### config.mk
export PLATFORM = sky130hd
export DESIGN_NAME = wheel_speed_pid_drive_top
export DESIGN_NICKNAME = d
export VERILOG_FILES = /design/src/rtl/wspd_pkg.sv /design/src/rtl/wspd_cfg.sv /design/src/rtl/wspd_mul.sv /design/src/rtl/wheel_speed_pid_drive_top.sv
export SDC_FILE = /design/constraint.sdc
export NUM_CORES = 2
export LEC_CHECK = 0
export BUFFER_PORTS_ARGS = -buffer_cell sky130_fd_sc_hd__buf_2
export CORE_ASPECT_RATIO = 0.5
export CORE_MARGIN = 2
export CORE_UTILIZATION = 60
export CTS_CLUSTER_SIZE = 30
export DETAILED_ROUTE_END_ITERATION = 16
export GPL_TIMING_DRIVEN = 0
export PLACE_DENSITY = 0.81
export SYNTH_ARGS = -nofsm -noshare
export SYNTH_HDL_FRONTEND = slang
export SYNTH_HIERARCHICAL = 1
export SYNTH_SLANG_ARGS = --single-unit
### constraint.sdc
create_clock -name clk -period 27.4 [get_ports clk]
set_input_delay 0 -clock clk [delete_from_list [all_inputs] [get_ports clk]]
set_output_delay 0 -clock clk [all_outputs]
set_load 0.1 [all_outputs]
### src/rtl/wspd_pkg.sv
// Shared types and constants for the wheel speed PID drive block.
// Used by the register file, the shared multiplier and the top level.
`default_nettype none

package wspd_pkg;

    localparam int CNT_W      = 16;   // encoder delta
    localparam int SPD_W      = 16;   // Q8.8 speed and target
    localparam int ERR_W      = 17;   // Q9.8 error
    localparam int DIFF_W     = 18;   // error minus last error
    localparam int SUM_W      = 32;   // integral
    localparam int GAIN_W     = 10;
    localparam int DUTY_W     = 16;
    localparam int OPA_W      = 33;   // signed multiplier operand
    localparam int OPB_W      = 16;   // unsigned multiplier operand
    localparam int PROD_W     = OPA_W + OPB_W + 1;
    localparam int WHEEL_W    = 2;
    localparam int MASK_W     = 4;
    localparam int CFG_IDX_W  = 3;
    localparam int CFG_DATA_W = 16;
    localparam int FRAC_SH    = 8;

    typedef enum logic [CFG_IDX_W-1:0] {
        CFG_GAIN_P        = 3'd0,
        CFG_GAIN_I        = 3'd1,
        CFG_GAIN_D        = 3'd2,
        CFG_SPEED_SCALE   = 3'd3,
        CFG_POLARITY_MASK = 3'd4,
        CFG_DUTY_LIMIT    = 3'd5,
        CFG_BRAKE_LEVEL   = 3'd6
    } cfg_idx_t;

    typedef struct packed {
        logic [GAIN_W-1:0] gain_p;
        logic [GAIN_W-1:0] gain_i;
        logic [GAIN_W-1:0] gain_d;
        logic [15:0]       speed_scale;
        logic [MASK_W-1:0] polarity_mask;
        logic [DUTY_W-1:0] duty_limit;
        logic [DUTY_W-1:0] brake_level;
    } cfg_regs_t;

    localparam logic [GAIN_W-1:0] GAIN_P_RST        = 10'd150;
    localparam logic [GAIN_W-1:0] GAIN_I_RST        = 10'd125;
    localparam logic [GAIN_W-1:0] GAIN_D_RST        = 10'd25;
    localparam logic [15:0]       SPEED_SCALE_RST   = 16'd921;
    localparam logic [MASK_W-1:0] POLARITY_MASK_RST = 4'd11;
    localparam logic [DUTY_W-1:0] DUTY_LIMIT_RST    = 16'd65535;
    localparam logic [DUTY_W-1:0] BRAKE_LEVEL_RST   = 16'd1000;

endpackage

`default_nettype wire

### src/rtl/wspd_cfg.sv
// Configuration register file: gains, speed scale, polarity, duty limit, brake level.
// Depends on wspd_pkg.
`default_nettype none

module wspd_cfg (
    input  wire logic                             clk,
    input  wire logic                             rst_n,
    input  wire logic                             cfg_valid,
    output logic                                  cfg_ready,
    input  wire logic [wspd_pkg::CFG_IDX_W-1:0]   cfg_index,
    input  wire logic [wspd_pkg::CFG_DATA_W-1:0]  cfg_data,
    output wspd_pkg::cfg_regs_t                   regs
);
    import wspd_pkg::*;

    cfg_regs_t regs_reg;

    assign cfg_ready = 1'b1;
    assign regs      = regs_reg;

    always_ff @(posedge clk or negedge rst_n)
    begin
        if (!rst_n)
        begin
            regs_reg.gain_p        <= GAIN_P_RST;
            regs_reg.gain_i        <= GAIN_I_RST;
            regs_reg.gain_d        <= GAIN_D_RST;
            regs_reg.speed_scale   <= SPEED_SCALE_RST;
            regs_reg.polarity_mask <= POLARITY_MASK_RST;
            regs_reg.duty_limit    <= DUTY_LIMIT_RST;
            regs_reg.brake_level   <= BRAKE_LEVEL_RST;
        end
        else if (cfg_valid)
        begin
            unique case (cfg_idx_t'(cfg_index))
                CFG_GAIN_P:        regs_reg.gain_p        <= cfg_data[GAIN_W-1:0];
                CFG_GAIN_I:        regs_reg.gain_i        <= cfg_data[GAIN_W-1:0];
                CFG_GAIN_D:        regs_reg.gain_d        <= cfg_data[GAIN_W-1:0];
                CFG_SPEED_SCALE:   regs_reg.speed_scale   <= cfg_data;
                CFG_POLARITY_MASK: regs_reg.polarity_mask <= cfg_data[MASK_W-1:0];
                CFG_DUTY_LIMIT:    regs_reg.duty_limit    <= cfg_data;
                CFG_BRAKE_LEVEL:   regs_reg.brake_level   <= cfg_data;
                default:           ;  // drop writes to unused indexes
            endcase
        end
    end

endmodule

`default_nettype wire

### src/rtl/wspd_mul.sv
// Shared signed-by-unsigned multiplier with a registered product.
// Depends on wspd_pkg.
`default_nettype none

module wspd_mul (
    input  wire logic                               clk,
    input  wire logic                               en,
    input  wire logic signed [wspd_pkg::OPA_W-1:0]  op_a,
    input  wire logic        [wspd_pkg::OPB_W-1:0]  op_b,
    output logic signed [wspd_pkg::PROD_W-1:0]      prod
);
    import wspd_pkg::*;

    logic signed [PROD_W-1:0] prod_reg;
    logic signed [OPB_W:0]    op_b_s;

    assign op_b_s = $signed({1'b0, op_b});
    assign prod   = prod_reg;

    always_ff @(posedge clk)
    begin
        if (en)
        begin
            prod_reg <= PROD_W'(op_a) * PROD_W'(op_b_s);
        end
    end

endmodule

`default_nettype wire

### src/rtl/wheel_speed_pid_drive_top.sv
// Per-wheel speed loop: scale encoder delta, positional PID, PWM split.
// Depends on wspd_pkg, wspd_cfg and wspd_mul.
//
//  channel  dir  handshake           payload
//  s_*      in   s_tvalid/s_tready   tuser: action; tdata: wheel, encoder_count, target_speed
//  m_*      out  m_tvalid/m_tready   tdata: wheel_out, forward_duty, reverse_duty
//  cfg_*    in   cfg_valid/cfg_ready cfg_index, cfg_data
//
// A control update steps through MUL_SPEED, ERROR, MUL_P, MUL_I, MUL_D, ACC and
// DONE: four passes through the one shared multiplier (speed scale, P, I, D), the
// error step after the first, and the products summed as they arrive; the result
// register loads in DONE. A brake or an absent wheel goes from IDLE to DONE.
// Reset clears gains to defaults and all per-wheel PID state to zero.
// The result register frees the input side: a new beat is taken while the
// previous result waits on m_tready; a finished item waits only if it is full.
`default_nettype none

module wheel_speed_pid_drive_top #(
    parameter int WHEEL_COUNT = 4
) (
    input  wire logic                               clk,
    input  wire logic                               rst_n,
    input  wire logic                               s_tvalid,
    output logic                                    s_tready,
    input  wire logic [39:0]                        s_tdata,   // wheel, encoder_count, target_speed
    input  wire logic                               s_tuser,   // action
    output logic                                    m_tvalid,
    input  wire logic                               m_tready,
    output logic [39:0]                             m_tdata,   // wheel_out, forward_duty, reverse_duty
    input  wire logic                               cfg_valid,
    output logic                                    cfg_ready,
    input  wire logic [wspd_pkg::CFG_IDX_W-1:0]     cfg_index,
    input  wire logic [wspd_pkg::CFG_DATA_W-1:0]    cfg_data
);
    import wspd_pkg::*;

    localparam int STORE_DEPTH = (WHEEL_COUNT < 4) ? WHEEL_COUNT : 4;
    localparam int IDX_W       = (STORE_DEPTH > 1) ? $clog2(STORE_DEPTH) : 1;
    localparam logic [4:0] WHEEL_LIM = 5'(WHEEL_COUNT);
    localparam int MAG_W       = PROD_W - FRAC_SH;

    typedef enum logic [2:0] {
        ST_IDLE,
        ST_MUL_SPEED,
        ST_ERROR,
        ST_MUL_P,
        ST_MUL_I,
        ST_MUL_D,
        ST_ACC,
        ST_DONE
    } state_t;

    cfg_regs_t cfg;

    state_t                    state_reg;
    logic                      run_reg;
    logic [WHEEL_W-1:0]        wheel_reg;
    logic [CNT_W-1:0]          count_reg;
    logic signed [SPD_W-1:0]   target_reg;
    logic signed [ERR_W-1:0]   err_reg;
    logic signed [SUM_W-1:0]   sum_reg;
    logic signed [DIFF_W-1:0]  diff_reg;
    logic signed [PROD_W-1:0]  acc_reg;
    logic [DUTY_W-1:0]         fwd_reg;
    logic [DUTY_W-1:0]         rev_reg;
    logic                      m_valid_reg;
    logic [39:0]               m_data_reg;

    logic signed [SUM_W-1:0]   sum_mem [STORE_DEPTH];
    logic signed [ERR_W-1:0]   prev_mem [STORE_DEPTH];

    logic                      mul_en;
    logic signed [OPA_W-1:0]   op_a;
    logic [OPB_W-1:0]          op_b;
    logic signed [PROD_W-1:0]  prod;

    logic [IDX_W-1:0]          idx;
    logic                      in_fire;
    logic                      in_wheel_ok;
    logic                      out_load;

    logic                      prod_neg;
    logic [PROD_W-1:0]         prod_mag;
    logic [MAG_W-1:0]          spd_mag;
    logic signed [SPD_W-1:0]   speed_sat;
    logic signed [SPD_W-1:0]   speed_val;
    logic signed [ERR_W-1:0]   err_val;
    logic signed [SUM_W:0]     sum_wide;
    logic signed [SUM_W-1:0]   sum_val;
    logic signed [DIFF_W-1:0]  diff_val;

    logic [PROD_W-1:0]         acc_mag;
    logic [MAG_W-1:0]          duty_mag;
    logic [DUTY_W-1:0]         duty_sat;
    logic [DUTY_W-1:0]         fwd_out;
    logic [DUTY_W-1:0]         rev_out;

    wspd_cfg u_cfg (
        .clk       (clk),
        .rst_n     (rst_n),
        .cfg_valid (cfg_valid),
        .cfg_ready (cfg_ready),
        .cfg_index (cfg_index),
        .cfg_data  (cfg_data),
        .regs      (cfg)
    );

    wspd_mul u_mul (
        .clk  (clk),
        .en   (mul_en),
        .op_a (op_a),
        .op_b (op_b),
        .prod (prod)
    );

    assign idx         = wheel_reg[IDX_W-1:0];
    assign s_tready    = (state_reg == ST_IDLE);
    assign in_fire     = s_tvalid && s_tready;
    assign in_wheel_ok = {3'b000, s_tdata[1:0]} < WHEEL_LIM;
    assign out_load    = (state_reg == ST_DONE) && (!m_valid_reg || m_tready);
    assign m_tvalid    = m_valid_reg;
    assign m_tdata     = m_data_reg;

    // operand select for the shared multiplier
    always_comb
    begin
        mul_en = 1'b1;
        op_a   = '0;
        op_b   = '0;
        unique case (state_reg)
            ST_MUL_SPEED:
            begin
                op_a = OPA_W'($signed(count_reg));
                op_b = cfg.speed_scale;
            end
            ST_MUL_P:
            begin
                op_a = OPA_W'(err_reg);
                op_b = OPB_W'(cfg.gain_p);
            end
            ST_MUL_I:
            begin
                op_a = OPA_W'(sum_reg);
                op_b = OPB_W'(cfg.gain_i);
            end
            ST_MUL_D:
            begin
                op_a = OPA_W'(diff_reg);
                op_b = OPB_W'(cfg.gain_d);
            end
            default:
            begin
                mul_en = 1'b0;
            end
        endcase
    end

    // speed saturation, polarity, error, integral and error difference
    always_comb
    begin
        prod_neg = prod[PROD_W-1];
        prod_mag = prod_neg ? PROD_W'(0) - PROD_W'(prod) : PROD_W'(prod);
        spd_mag  = prod_mag[PROD_W-1:FRAC_SH];
        if (prod_neg)
        begin
            speed_sat = (spd_mag > MAG_W'(32768)) ? 16'sh8000
                                                  : $signed(16'd0 - spd_mag[SPD_W-1:0]);
        end
        else
        begin
            speed_sat = (spd_mag > MAG_W'(32767)) ? 16'sh7FFF
                                                  : $signed(spd_mag[SPD_W-1:0]);
        end
        if (cfg.polarity_mask[wheel_reg])
        begin
            speed_val = (speed_sat == 16'sh8000) ? 16'sh7FFF : -speed_sat;
        end
        else
        begin
            speed_val = speed_sat;
        end
        err_val  = ERR_W'(target_reg) - ERR_W'(speed_val);
        sum_wide = (SUM_W + 1)'(sum_mem[idx]) + (SUM_W + 1)'(err_val);
        if (sum_wide[SUM_W] != sum_wide[SUM_W-1])
        begin
            sum_val = sum_wide[SUM_W] ? {1'b1, {(SUM_W-1){1'b0}}} : {1'b0, {(SUM_W-1){1'b1}}};
        end
        else
        begin
            sum_val = sum_wide[SUM_W-1:0];
        end
        diff_val = DIFF_W'(err_val) - DIFF_W'(prev_mem[idx]);
    end

    // duty magnitude from the sum, clipped to the limit, split by sign; else the stored levels
    always_comb
    begin
        acc_mag  = acc_reg[PROD_W-1] ? PROD_W'(0) - PROD_W'(acc_reg) : PROD_W'(acc_reg);
        duty_mag = acc_mag[PROD_W-1:FRAC_SH];
        duty_sat = (duty_mag > MAG_W'(cfg.duty_limit)) ? cfg.duty_limit
                                                       : duty_mag[DUTY_W-1:0];
        if (!run_reg)
        begin
            fwd_out = fwd_reg;
            rev_out = rev_reg;
        end
        else if (acc_reg[PROD_W-1])
        begin
            fwd_out = '0;
            rev_out = duty_sat;
        end
        else
        begin
            fwd_out = duty_sat;
            rev_out = '0;
        end
    end

    always_ff @(posedge clk or negedge rst_n)
    begin
        if (!rst_n)
        begin
            state_reg   <= ST_IDLE;
            m_valid_reg <= 1'b0;
            for (int i = 0; i < STORE_DEPTH; i++)
            begin
                sum_mem[i]  <= '0;
                prev_mem[i] <= '0;
            end
        end
        else
        begin
            if (out_load)
            begin
                m_valid_reg <= 1'b1;
                m_data_reg  <= {6'd0, rev_out, fwd_out, wheel_reg};
            end
            else if (m_tready)
            begin
                m_valid_reg <= 1'b0;
            end

            unique case (state_reg)
                ST_IDLE:
                begin
                    if (in_fire)
                    begin
                        run_reg    <= !s_tuser && in_wheel_ok;
                        wheel_reg  <= s_tdata[1:0];
                        count_reg  <= s_tdata[17:2];
                        target_reg <= $signed(s_tdata[33:18]);
                        fwd_reg    <= s_tuser ? cfg.brake_level : '0;
                        rev_reg    <= s_tuser ? cfg.brake_level : '0;
                        // brake and absent wheels skip the loop entirely
                        state_reg  <= (s_tuser || !in_wheel_ok) ? ST_DONE : ST_MUL_SPEED;
                    end
                end
                ST_MUL_SPEED:
                begin
                    state_reg <= ST_ERROR;
                end
                ST_ERROR:
                begin
                    err_reg   <= err_val;
                    sum_reg   <= sum_val;
                    diff_reg  <= diff_val;
                    state_reg <= ST_MUL_P;
                end
                ST_MUL_P:
                begin
                    state_reg <= ST_MUL_I;
                end
                ST_MUL_I:
                begin
                    acc_reg   <= prod;
                    state_reg <= ST_MUL_D;
                end
                ST_MUL_D:
                begin
                    acc_reg   <= acc_reg + prod;
                    state_reg <= ST_ACC;
                end
                ST_ACC:
                begin
                    acc_reg   <= acc_reg + prod;
                    state_reg <= ST_DONE;
                end
                ST_DONE:
                begin
                    if (out_load)
                    begin
                        if (run_reg)
                        begin
                            sum_mem[idx]  <= sum_reg;
                            prev_mem[idx] <= err_reg;
                        end
                        state_reg <= ST_IDLE;
                    end
                end
                default:
                begin
                    state_reg <= ST_IDLE;
                end
            endcase
        end
    end

    assert property (@(posedge clk) disable iff (!rst_n)
        in_fire |=> state_reg != ST_IDLE)
        else $error("accepted beat left the sequencer idle");

    assert property (@(posedge clk) disable iff (!rst_n)
        out_load && run_reg |-> (fwd_out == '0) || (rev_out == '0))
        else $error("both drive channels active on a control update");

    assert property (@(posedge clk) disable iff (!rst_n)
        out_load && run_reg |-> fwd_out <= cfg.duty_limit && rev_out <= cfg.duty_limit)
        else $error("duty above limit");

    assert property (@(posedge clk) disable iff (!rst_n)
        state_reg == ST_DONE && !out_load |=> state_reg == ST_DONE)
        else $error("finished item dropped while result register full");

endmodule

`default_nettype wire

# Word-level counts from Yosys, hierarchy flattened
# Index checks and enable logic that the tools add are counted.
dict set report totals {
  regBits 534
  input_bits 65
}
dict set report classes {
  n_addsub 8
  multipliers 1
  n_lt_le_gt_ge 6
  n_eq_ne 17
  mux 38
  bitwise_logic 1
  n_reduce_logical 25
}
# operator n
set ops {}
lappend ops {{two-way mux 16 bit} 10}
lappend ops {{two-way mux 32 bit} 5}
lappend ops {{case mux 33 bit (4 select lines)} 1}
lappend ops {{bitwise mux 128 bit} 1}
lappend ops {{two-way mux 50 bit} 2}
lappend ops {{case mux 50 bit (2 select lines)} 1}
lappend ops {{subtractor 1 x 50 -> 50 bit, first input constant} 2}
lappend ops {{bitwise mux 68 bit} 1}
lappend ops {{binary-select mux 32 bit (select 2 bit)} 1}
lappend ops {{demux 32 bit (select 2 bit)} 1}
lappend ops {{case mux 16 bit (4 select lines)} 1}
lappend ops {{two-way mux 17 bit} 3}
lappend ops {{adder 50 bit} 1}
lappend ops {{multiplier 33 x 17 -> 50 bit} 1}
lappend ops {{greater-than comparator 42 x 15 -> 1 bit, second input constant} 1}
lappend ops {{greater-than comparator 42 x 16 -> 1 bit} 1}
lappend ops {{greater-than comparator 42 x 16 -> 1 bit, second input constant} 1}
lappend ops {{binary-select mux 17 bit (select 2 bit)} 1}
lappend ops {{demux 17 bit (select 2 bit)} 1}
lappend ops {{adder 32 x 17 -> 33 bit} 1}
lappend ops {{case mux 3 bit (8 select lines)} 1}
lappend ops {{AND reduction 2 bit} 11}
lappend ops {{equality test 3 bit, second input constant} 7}
lappend ops {{subtractor 17 x 17 -> 18 bit} 1}
lappend ops {{other kinds (24)} 39}

# Longest topological paths before layout
dict set report depth {
  ltp_word 12
  mapped_depth 52
  depth_no_buf 45
}

# Modules after synthesis
# Netlist, hierarchy kept.
# mod instances cells_each area_each_um2 seq_area_each_um2
set modules_own_cells {}
lappend modules_own_cells {wheel_speed_pid_drive_top 1 2513 26197.6 11070.6}
lappend modules_own_cells {wspd_mul 1 2152 19917.9 1501.4}
lappend modules_own_cells {wspd_cfg 1 182 3209.3 2107.0}

# Worst setup path before layout
# No wires, ideal clock.
dict set report synth_path {
  path_kind {register to register}
  start {reg u_mul.prod_reg[49] (netlist: u_mul/prod[49])}
  end {reg sum_reg[22] (data pin)}
  setup_time_ns 0.272
  arrival_time_ns 10.386
  t_required_ns 27.128
  setup_slack_ns 16.742
  path_stages_with_launch 51
  n_path_buf 9
  cell_sequence {edfxtp_1 clkbuf_1 clkbuf_1 clkbuf_1 buf_1 buf_1 clkbuf_1 o21ai_0 xnor2_1 inv_1 ha_1 and3_1 clkbuf_1 a41oi_1 a41oi_1 a41oi_1 o21ba_1 or4b_4 (+15 left out) nand2_1 a211oi_1 nor2_1 ha_1 nor2b_1 o21ai_0 nand2b_1 a21o_1 a221oi_1 o31ai_1 a31oi_1 o2bb2ai_1 mux2i_1 and3_1 clkbuf_1 nor2_1 clkbuf_1 o21ai_0}
}
dict set report synth_between {
  elab_chain_cells 12
  word_cells_on_any_way 17
}
# element line_no
set synth_lines {}
lappend synth_lines {{start: declaration} wspd_mul.sv:14} ;# logic signed [PROD_W-1:0] prod_reg;
lappend synth_lines {{start signal: assignment} wspd_mul.sv:24} ;# prod_reg <= PROD_W'(op_a) * PROD_W'(op_b_s);
lappend synth_lines {{subtractor 1 x 50 -> 50 bit} wheel_speed_pid_drive_top.sv:162} ;# prod_mag = prod_neg ? PROD_W'(0) - PROD_W'(prod) : PROD_W'(prod);
lappend synth_lines {{two-way mux 50 bit} wheel_speed_pid_drive_top.sv:162}
lappend synth_lines {{greater-than comparator 42 x 15 -> 1 bit or greater-than comparator 42 x 16 -> 1 bit (tied branches)} {wheel_speed_pid_drive_top.sv:171, wheel_speed_pid_drive_top.sv:166}}
lappend synth_lines {{two-way mux 16 bit, on equally long branches} {wheel_speed_pid_drive_top.sv:171, wheel_speed_pid_drive_top.sv:166}}
lappend synth_lines {{two-way mux 16 bit (*)} wheel_speed_pid_drive_top.sv:164} ;# if (prod_neg)
lappend synth_lines {{negation 16 bit or equality test 16 bit (tied branches)} wheel_speed_pid_drive_top.sv:176} ;# speed_val = (speed_sat == 16'sh8000) ? 16'sh7FFF : -speed_sat;
lappend synth_lines {{two-way mux 16 bit} wheel_speed_pid_drive_top.sv:176}
lappend synth_lines {{two-way mux 16 bit (*)} wheel_speed_pid_drive_top.sv:174} ;# if (cfg.polarity_mask[wheel_reg])
lappend synth_lines {{subtractor 16 x 16 -> 17 bit (*)} wheel_speed_pid_drive_top.sv:182} ;# err_val = ERR_W'(target_reg) - ERR_W'(speed_val);
lappend synth_lines {{named net err_val[13]} wheel_speed_pid_drive_top.sv:87} ;# logic signed [ERR_W-1:0] err_val;
lappend synth_lines {{adder 32 x 17 -> 33 bit (*)} wheel_speed_pid_drive_top.sv:183} ;# sum_wide = (SUM_W + 1)'(sum_mem[idx]) + (SUM_W + 1)'(err_val);
lappend synth_lines {{two-way mux 32 bit or != test 1 bit (tied branches)} {wheel_speed_pid_drive_top.sv:186, wheel_speed_pid_drive_top.sv:184}}
lappend synth_lines {{two-way mux 32 bit (*)} wheel_speed_pid_drive_top.sv:184} ;# if (sum_wide[SUM_W] != sum_wide[SUM_W-1])
lappend synth_lines {{named net sum_val[22]} wheel_speed_pid_drive_top.sv:89} ;# logic signed [SUM_W-1:0] sum_val;
lappend synth_lines {{end signal: assignment} wheel_speed_pid_drive_top.sv:265} ;# sum_reg <= sum_val;
lappend synth_lines {{end: declaration} wheel_speed_pid_drive_top.sv:61} ;# logic signed [SUM_W-1:0] sum_reg;
# The timed path passes the listed nets; every way through them passes the cells marked *.
# A chain may end at the register's enable or synchronous reset.

# Worst setup path in the final report
dict set report layout_path {
  start {reg u_mul.prod_reg[49] (netlist: u_mul/prod[49])}
  end {reg sum_reg[21] (data pin)}
}
dict set report layout_between {
  elab_chain_cells 12
  word_cells_on_any_way 17
}
# element line_no
set layout_lines {}
lappend layout_lines {{subtractor 1 x 50 -> 50 bit} wheel_speed_pid_drive_top.sv:162}
lappend layout_lines {{two-way mux 50 bit} wheel_speed_pid_drive_top.sv:162}
lappend layout_lines {{greater-than comparator 42 x 15 -> 1 bit or greater-than comparator 42 x 16 -> 1 bit (tied branches)} {wheel_speed_pid_drive_top.sv:171, wheel_speed_pid_drive_top.sv:166}}
lappend layout_lines {{two-way mux 16 bit, on equally long branches} {wheel_speed_pid_drive_top.sv:171, wheel_speed_pid_drive_top.sv:166}}
lappend layout_lines {{two-way mux 16 bit (*)} wheel_speed_pid_drive_top.sv:164}
lappend layout_lines {{negation 16 bit or equality test 16 bit (tied branches)} wheel_speed_pid_drive_top.sv:176}
lappend layout_lines {{two-way mux 16 bit} wheel_speed_pid_drive_top.sv:176}
lappend layout_lines {{two-way mux 16 bit (*)} wheel_speed_pid_drive_top.sv:174}
lappend layout_lines {{subtractor 16 x 16 -> 17 bit (*)} wheel_speed_pid_drive_top.sv:182}
lappend layout_lines {{adder 32 x 17 -> 33 bit (*)} wheel_speed_pid_drive_top.sv:183}
lappend layout_lines {{two-way mux 32 bit or != test 1 bit (tied branches)} {wheel_speed_pid_drive_top.sv:186, wheel_speed_pid_drive_top.sv:184}}
lappend layout_lines {{two-way mux 32 bit (*)} wheel_speed_pid_drive_top.sv:184}
lappend layout_lines {{named net sum_val[21]} wheel_speed_pid_drive_top.sv:89}
# Marks and branches as above.

==> out/metrics.yaml <==
status: "finished clean"
crit_required_ps: 27750
vias: 38700
slew_violations: 0
rr_worst_depth: 42
synth-seq-area-share_pct: 29.8
yosys.area.top_type: "fa_1"
crit_path_start_kind: "flip-flop"
endpoint_kind: "flip-flop"
drtPass1Iterations: 7
cp-startpoint: "u_mul/prod[49]$_DFFE_PP_"
async_flop_share_pct: 52.8
hold_start: "s_tdata[24]"
drive_above_1_share_pct: 11.9
ys_seq_elements: 534
holdPathStages: 2
clockBufferDepth: 3
nets: 5890
drtIter0Drc: 4567
synth.area.top_cells: "fa_1 (21%), edfxtp_1 (15%), dfrtp_1 (12%)"
chipHeight_um: 207
die_area_um2: 84700
wl_per_cell_um: 24.2
slowest_stage: "nor4_1"
ctsResizeCount: 0
hold_viol: 0
wirelength_um: 151000
rows: 74
maxSlewHeadroom_pct: 4.78
core_um2: 81500
ios: 108
worstPathArrival_ps: 15400
grt_pass1_wl_um: 230000
grt_usage_pct: 35.9
initial_core_util_pct: 60.5
synth_top_area_share_pct: 20.6
avgSynthCellArea_um2: 10.2
maxCapViolations: 0
synth-main-ff-cell: "edfxtp_1"
die_w_um: 409
grt_pass1_vias: 39000
synthesis.instances: 4847
setup_viol: 0
cts-root-buf: "clkbuf_16"
clock-sinks: 534
rsz0062_at_grt: "false"
skew_ps: 78.6
hold_path.class: "input pin to flip-flop"
period_share_pct: 54.9
synth.distinct_cells: 109
dpl.hpwl_um: 118000
cp_max_fo: 10
cts.htree.levels: 2
overflow: 0
viasPerCell: 6.23
yosys-top-cells-count: "inv_1 (677), nand2_1 (546), fa_1 (507)"
critical_path.max_stage_delay_ps: 750
worst_pin_slew_ps: 1420
post-route-util_pct: 66.0
antenna_found_initial: 7
synthesis.area_um2: 49300
cpMostUsedCell: "clkbuf_1"
clk_latency_ps: 660
synth_most_common_cell: "inv_1"
yosysWarnings: 6
clkTransAtPathRegs_ps: 70
rrSetupSlack_ps: 12350
cts_made_buffers: 50
cts_tree: "done"
post-route-min-period_ps: 15050
io_buffers: 91
drcViolationCount: 0
r2r_start: "u_mul/prod[49]$_DFFE_PP_"
largest_reg_flops: 128
syn_to_final_growth_pct: 9.03
fin_tns_setup_ps: 0
grt_max_degree: 120
synth-edff-count: 252
worstSetupPathType: "flip-flop to flip-flop"
max_clock_freq_ghz: 0.0664
gp_congestion: 1.01
postCtsSetupBuffers: 0
postRouteAntennaNets: 0
-- path summary, 6_finish.rpt --
kind                                              endpoint
max in group asynchronous       u_cfg/regs[14]$_DFFE_PN0P_
worst min register to register  u_cfg/regs[69]$_DFFE_PN0P_
worst max-delay path                 sum_reg[21]$_DFFE_PP_
worst min-delay path               target_reg[6]$_DFFE_PP_
min in group asynchronous          sum_mem[40]$_DFFE_PN0P_
worst max register to register       sum_reg[21]$_DFFE_PP_
-- cell usage in the layout, fill, tap and decap left out, types with 73 or more instances in the layout --
master and n:
a21o_1 73, a21oi_1 161, and2_1 234, buf_2 100, clkbuf_1 195, dfrtp_1 238, edfxtp_1 252, fa_1 507
ha_1 244, inv_1 677, mux2_2 255, nand2_1 546, nor2_1 172, o21ai_0 221, xnor2_1 103
-- cell type report --
cell class / instances / area (um2)
antenna: 3 / 7.51
buffer: 224 / 907
clock buffer: 66 / 1370
clock inverter: 28 / 278
fill: 6316 / 27700
inverter: 677 / 2540
multi-input combinational: 3417 / 31300
sequential: 534 / 14700
tap: 1102 / 1380
timing repair buffer: 170 / 1360
-- through the flow --
step	cell area (um2)	worst slack (ps)	instances	hold slack [ps]
after floorplan	49300	16740	4852	-296
after global placement	51200	11520	6045	177
after detailed placement	51500	12930	6061	22.8
after CTS	53800	12870	6218	21.5
after global routing	53800	11460	6218	43.2
final	53800	12350	6221	53.2
-- kinds of logic after synthesis --
logic type	Yosys count	synth area share [%]
flops	534	29.8
buf+inv	901	6.99
compound gates	791	10.6
fa+ha+maj	758	26.9
simple gates	1334	13.5
other cells	2	0.0152
mux	366	9.39
xor+xnor	161	2.86
-- metal layers --
layer	track usage, %	up-vias	wire length, um
met5	0	-	54
met2	54.7	2226	64800
li1	-	16900	-
met4	12.8	8	6220
met3	12.1	431	20000
met1	48.3	19200	59600
-- worst max-delay path, delay by kind of cell, from the launching register on --
family                   cells  cell delay (ps)
AND/OR/NAND/NOR             10             2980
XOR/XNOR                     1              190
multiplexers                 1              150
flip-flops                   1              410
AO/OA/AOI/OAI               14             4630
buffers and inverters       13             5190
adder cells (fa/ha/maj)      3             1210
-- repair_timing --
| item | in CTS | in global routing |
|---|---|---|
| hold buffers | 63 | 0 |
| endpoints found under the hold margin | 315 | 0 |
| setup endpoints to repair | 0 | 0 |
Power is left out: the tool's default activity adds up to more than one toggle a clock period on the data nets, which glitch-free logic cannot reach.
